**config.mk**
```make
export PLATFORM = sky130hd
export DESIGN_NAME = pgm_ctrl
export DESIGN_NICKNAME = d
export VERILOG_FILES = /design/src/rtl/pgm_pkg.sv /design/src/rtl/pgm_ctrl.sv
export SDC_FILE = /design/constraint.sdc
export NUM_CORES = 1
export LEC_CHECK = 0
export ABC_CLOCK_PERIOD_IN_PS = 1300
export BUFFER_PORTS_ARGS = -buffer_cell sky130_fd_sc_hd__buf_2
export CAP_MARGIN = 5
export CORE_AREA = 4 4 41 43
export DETAILED_ROUTE_END_ITERATION = 7
export DIE_AREA = 0 0 45 47
export GPL_TIMING_DRIVEN = 1
export MAX_ROUTING_LAYER = met4
export PLACE_DENSITY = 0.6
export SYNTH_ARGS = -nofsm -noshare
export SYNTH_HDL_FRONTEND = slang
export SYNTH_SLANG_ARGS = --single-unit
export TNS_END_PERCENT = 1
```
**constraint.sdc**
```tcl
create_clock -name aclk -period 1.3 [get_ports aclk]
set_input_delay 0.26 -clock aclk [delete_from_list [all_inputs] [get_ports aclk]]
set_output_delay 0.26 -clock aclk [all_outputs]
set_load 0.01 [all_outputs]
```
**src/rtl/pgm_pkg.sv**
```systemverilog
// Shared constants and controller/datapath interface types for the Prewitt magnitude block.
package pgm_pkg;

    localparam int MAX_WIDTH  = 1024;
    localparam int MAX_HEIGHT = 4096;
    localparam int LB_AW      = $clog2(MAX_WIDTH);

    localparam int PIX_W  = 8;
    localparam int ROW_W  = 12;
    localparam int COL_W  = 10;
    localparam int WID_W  = 11;
    localparam int HGT_W  = 13;
    localparam int CIDX_W = 4;
    localparam int CDAT_W = 16;

    localparam logic [CIDX_W-1:0] REG_IMAGE_WIDTH  = 4'd0;
    localparam logic [CIDX_W-1:0] REG_IMAGE_HEIGHT = 4'd1;

    localparam logic [WID_W-1:0] WIDTH_RESET  = 11'd640;
    localparam logic [HGT_W-1:0] HEIGHT_RESET = 13'd480;
    localparam logic [PIX_W-1:0] SAT_LEVEL    = 8'd255;

    localparam int ROOT_STEPS = 8;
    localparam int STEP_W     = $clog2(ROOT_STEPS);

    typedef struct packed {
        logic              load;
        logic              calc;
        logic              square;
        logic              sum;
        logic              root;
        logic [STEP_W-1:0] step;
        logic              out_load;
    } ctrl_cmd_t;

    typedef struct packed {
        logic interior;
        logic out_free;
    } dp_status_t;

endpackage

```
**src/rtl/pgm_ctrl.sv**
```systemverilog
// Sequencer for one pixel word: gradient, then for interior pixels square, sum, square-root steps, output load.
module pgm_ctrl (
    input  logic               aclk,
    input  logic               aresetn,
    input  logic               s_valid,
    output logic               s_ready,
    input  pgm_pkg::dp_status_t status,
    output pgm_pkg::ctrl_cmd_t  cmd
);

    localparam logic [2:0] ST_IDLE   = 3'd0;
    localparam logic [2:0] ST_CALC   = 3'd1;
    localparam logic [2:0] ST_SQUARE = 3'd2;
    localparam logic [2:0] ST_SUM    = 3'd3;
    localparam logic [2:0] ST_ROOT   = 3'd4;
    localparam logic [2:0] ST_OUT    = 3'd5;

    logic [2:0]                   state_reg, state_next;
    logic [pgm_pkg::STEP_W-1:0]   step_reg, step_next;

    always_ff @(posedge aclk) begin
        if (!aresetn) begin
            state_reg <= ST_IDLE;
            step_reg  <= '0;
        end else begin
            state_reg <= state_next;
            step_reg  <= step_next;
        end
    end

    always_comb begin
        state_next   = state_reg;
        step_next    = step_reg;
        cmd          = '0;
        cmd.step     = step_reg;
        s_ready      = 1'b0;
        case (state_reg)
            ST_IDLE: begin
                s_ready = 1'b1;
                if (s_valid) begin
                    cmd.load   = 1'b1;
                    state_next = ST_CALC;
                end
            end
            ST_CALC: begin
                cmd.calc   = 1'b1;
                state_next = status.interior ? ST_SQUARE : ST_IDLE;
            end
            ST_SQUARE: begin
                cmd.square = 1'b1;
                state_next = ST_SUM;
            end
            ST_SUM: begin
                cmd.sum    = 1'b1;
                step_next  = '0;
                state_next = ST_ROOT;
            end
            ST_ROOT: begin
                cmd.root  = 1'b1;
                step_next = step_reg + 1'b1;
                if (step_reg == pgm_pkg::STEP_W'(pgm_pkg::ROOT_STEPS - 1)) begin
                    state_next = ST_OUT;
                end
            end
            ST_OUT: begin
                if (status.out_free) begin
                    cmd.out_load = 1'b1;
                    state_next   = ST_IDLE;
                end
            end
            default: begin
                state_next = ST_IDLE;
            end
        endcase
    end

endmodule

```
==> results.toml <==
[global_routing]
grt_usage = 0.0972
gr-total-overflow = 0
grt_pass1_vias = 333
grt_pass1_wl_um = 1380
grt_start_max_net_pins = 12
antenna_found_initial = 0

[timing]
fin_crit_sh = 1.10
tightestPinTransition_ns = 0.223
slew_headroom = 0.850
setup_ws_ns = -0.136
finalWorstPathRequiredPeriod_ns = 1.44
skew_ns = 0.00200
hold_violations = 0
setup-violations-final = 7
fmax_ghz = 0.696
drv_slew = 0
rsz0062_at_grt = "true"

[floorplanning]
die_h_um = 47
ioPinCount = 15
initial_core_util = 0.266
die_area_sq_um = 2120
fp.coreArea_sq_um = 1300
fp.dieW_um = 45
fp-row-count = 13

[worst_setup_path]
path_cells = "or3b_4, inv_2, buf_6"
cp.required_ns = 1.04
worstReg2RegStart = "step_reg[0]"
start_kind = "register"
reg2regPathDepth = 4
worst-setup-path-type = "register to output port"
slowest_stage = "or3b_4"
cpPeakStageDelay_ns = 0.41
cp-startpoint = "state_reg[0]"
worstSetupEndpointType = "output port"
path_max_fanout = 6
arrival_ns = 1.18

[route]
finalWirelength_um = 831
first_pass_iters = 4
viasPerCell = 4.85
ant_nets = 0
drt_iter0_drc = 7
drc_errors = 0
num_vias = 364
wl_per_cell_um = 11.1

[synthesis]
avgSynthCellArea_sq_um = 8.45
syn-cell-area_sq_um = 347
ys_seq_elements = 6
synthCells = 41
ys_warn_count = 0
syn_nets = 48
synth_cell_types = 23
synth_top_area_share = 0.347
seq_area_frac_synth = 0.347
yosysTopAreaCell = "dfxtp_1"
synthTopCellsByArea = "dfxtp_1, ha_1, nor2b_1"

[clock_tree]
cts_tree = "yes"
clockBufferDepth = 2
ctsRootBufferMaster = "clkbuf_4"
insertion_delay_ns = 0.25
numCtsBuffers = 3
h-tree-depth = 1
clock-sinks = 6
path_clk_slew_ns = 0.04

[cells_and_area]
final_nets = 69
drive_gt1_frac = 0.433
stdcell_count = 75
n_antenna_cell = 0
area_delta_synth_final_pct = 44.8

[place]
portBuffers = 14
dp_cells = 71
dp_slack_ns = 0.0856
place_congestion = 0.793

[job]
maxCapViolCount = 0

[run_status]
failed_checks = "setup timing"
status = "complete, but fails checks"

[worst_hold_path]
worstHoldStart = "aresetn"
hold_path.class = "input pin to register"
hold_depth = 3

[pwr]
irDropWorstVdd_mv = 0.423
p_leak_nw = 0.254
p_per_area_nw_per_um2 = 893
-- timing repair --
item	CTS	global route
resized for setup	5	4
hold buffers	0	0
pin swaps	0	3
setup buffers	0	1
endpoints found under the setup margin	7	7
-- path summary, 6_finish.rpt --
path,end,slack [ns]
max,cmd[4],-0.14
min,step_reg[1],0.31
max reg2reg,step_reg[2],0.12
min reg2reg,step_reg[0],0.52
-- routing by layer --
layer  wire length [um]  global-route usage
met1                380               0.107
met2                328               0.141
met3                 92              0.0268
met4                 30              0.0877
met5                  0                   -
-- worst max-delay path, delay by kind of cell (launching register included) --
family	cells	cell delay, ns
buffers and inverters	2	0.16
flip-flops	1	0.35
AND/OR/NAND/NOR	1	0.41
-- final cells by class --
| type | count | area (sq um) |
|---|---|---|
| Inverter | 2 | 7.51 |
| Tap cell | 15 | 18.8 |
| Sequential cell | 6 | 128 |
| Timing Repair Buffer | 18 | 114 |
| Clock buffer | 3 | 22.5 |
| Multi-Input combinational cell | 31 | 211 |
| Fill cell | 149 | 800 |
-- Yosys cell counts --
cell / count
o2111ai_1: 1
or3b_4: 1
o221ai_1: 2
nor2_1: 3
and3_1: 1
and3b_1: 1
and2_1: 1
nand2_1: 1
and2b_1: 1
buf_2: 1
nor3b_1: 1
a211oi_1: 1
inv_1: 2
a21oi_1: 4
nor3_1: 2
a21boi_0: 1
nand2b_1: 1
ha_1: 2
nor2b_1: 4
dfxtp_1: 6
o21ai_0: 2
buf_4: 1
a31oi_1: 1
-- logic make-up after synthesis --
group | share of synthesized area
simple gates | 0.300
fa+ha+maj | 0.0722
compound gates | 0.224
buf+inv | 0.0578
flops | 0.347
-- placed cells by master, fill, tap and decap left out, drive strengths merged, types with 2 or more instances in the layout --
master	instances
nor2b	4
dfxtp	6
ha	2
a21oi	4
inv	2
nor2	3
o21ai	2
o221ai	2
buf	18
clkbuf	3
nor3	2
-- power breakdown --
group	internal [W]	switching, W
clock network	0.000104	0.0000665
registers	0.000190	0.00000739
logic	0.0000407	0.0000391
-- through the flow --
stage	total power [W]	hold slack, ns	utilization	TNS, ns	area (sq um)
finish	0.000448	0.310	0.386	-0.364	502
global route	0.000470	0.315	0.386	-0.708	502
CTS	0.000449	0.303	0.368	-0.396	479
detailed placement	0.000274	0.507	0.342	0	445
global placement	0.000273	0.513	0.342	0	445
floorplan	0.000242	0.388	-	0	347
Power figures use the tool's default switching activity.
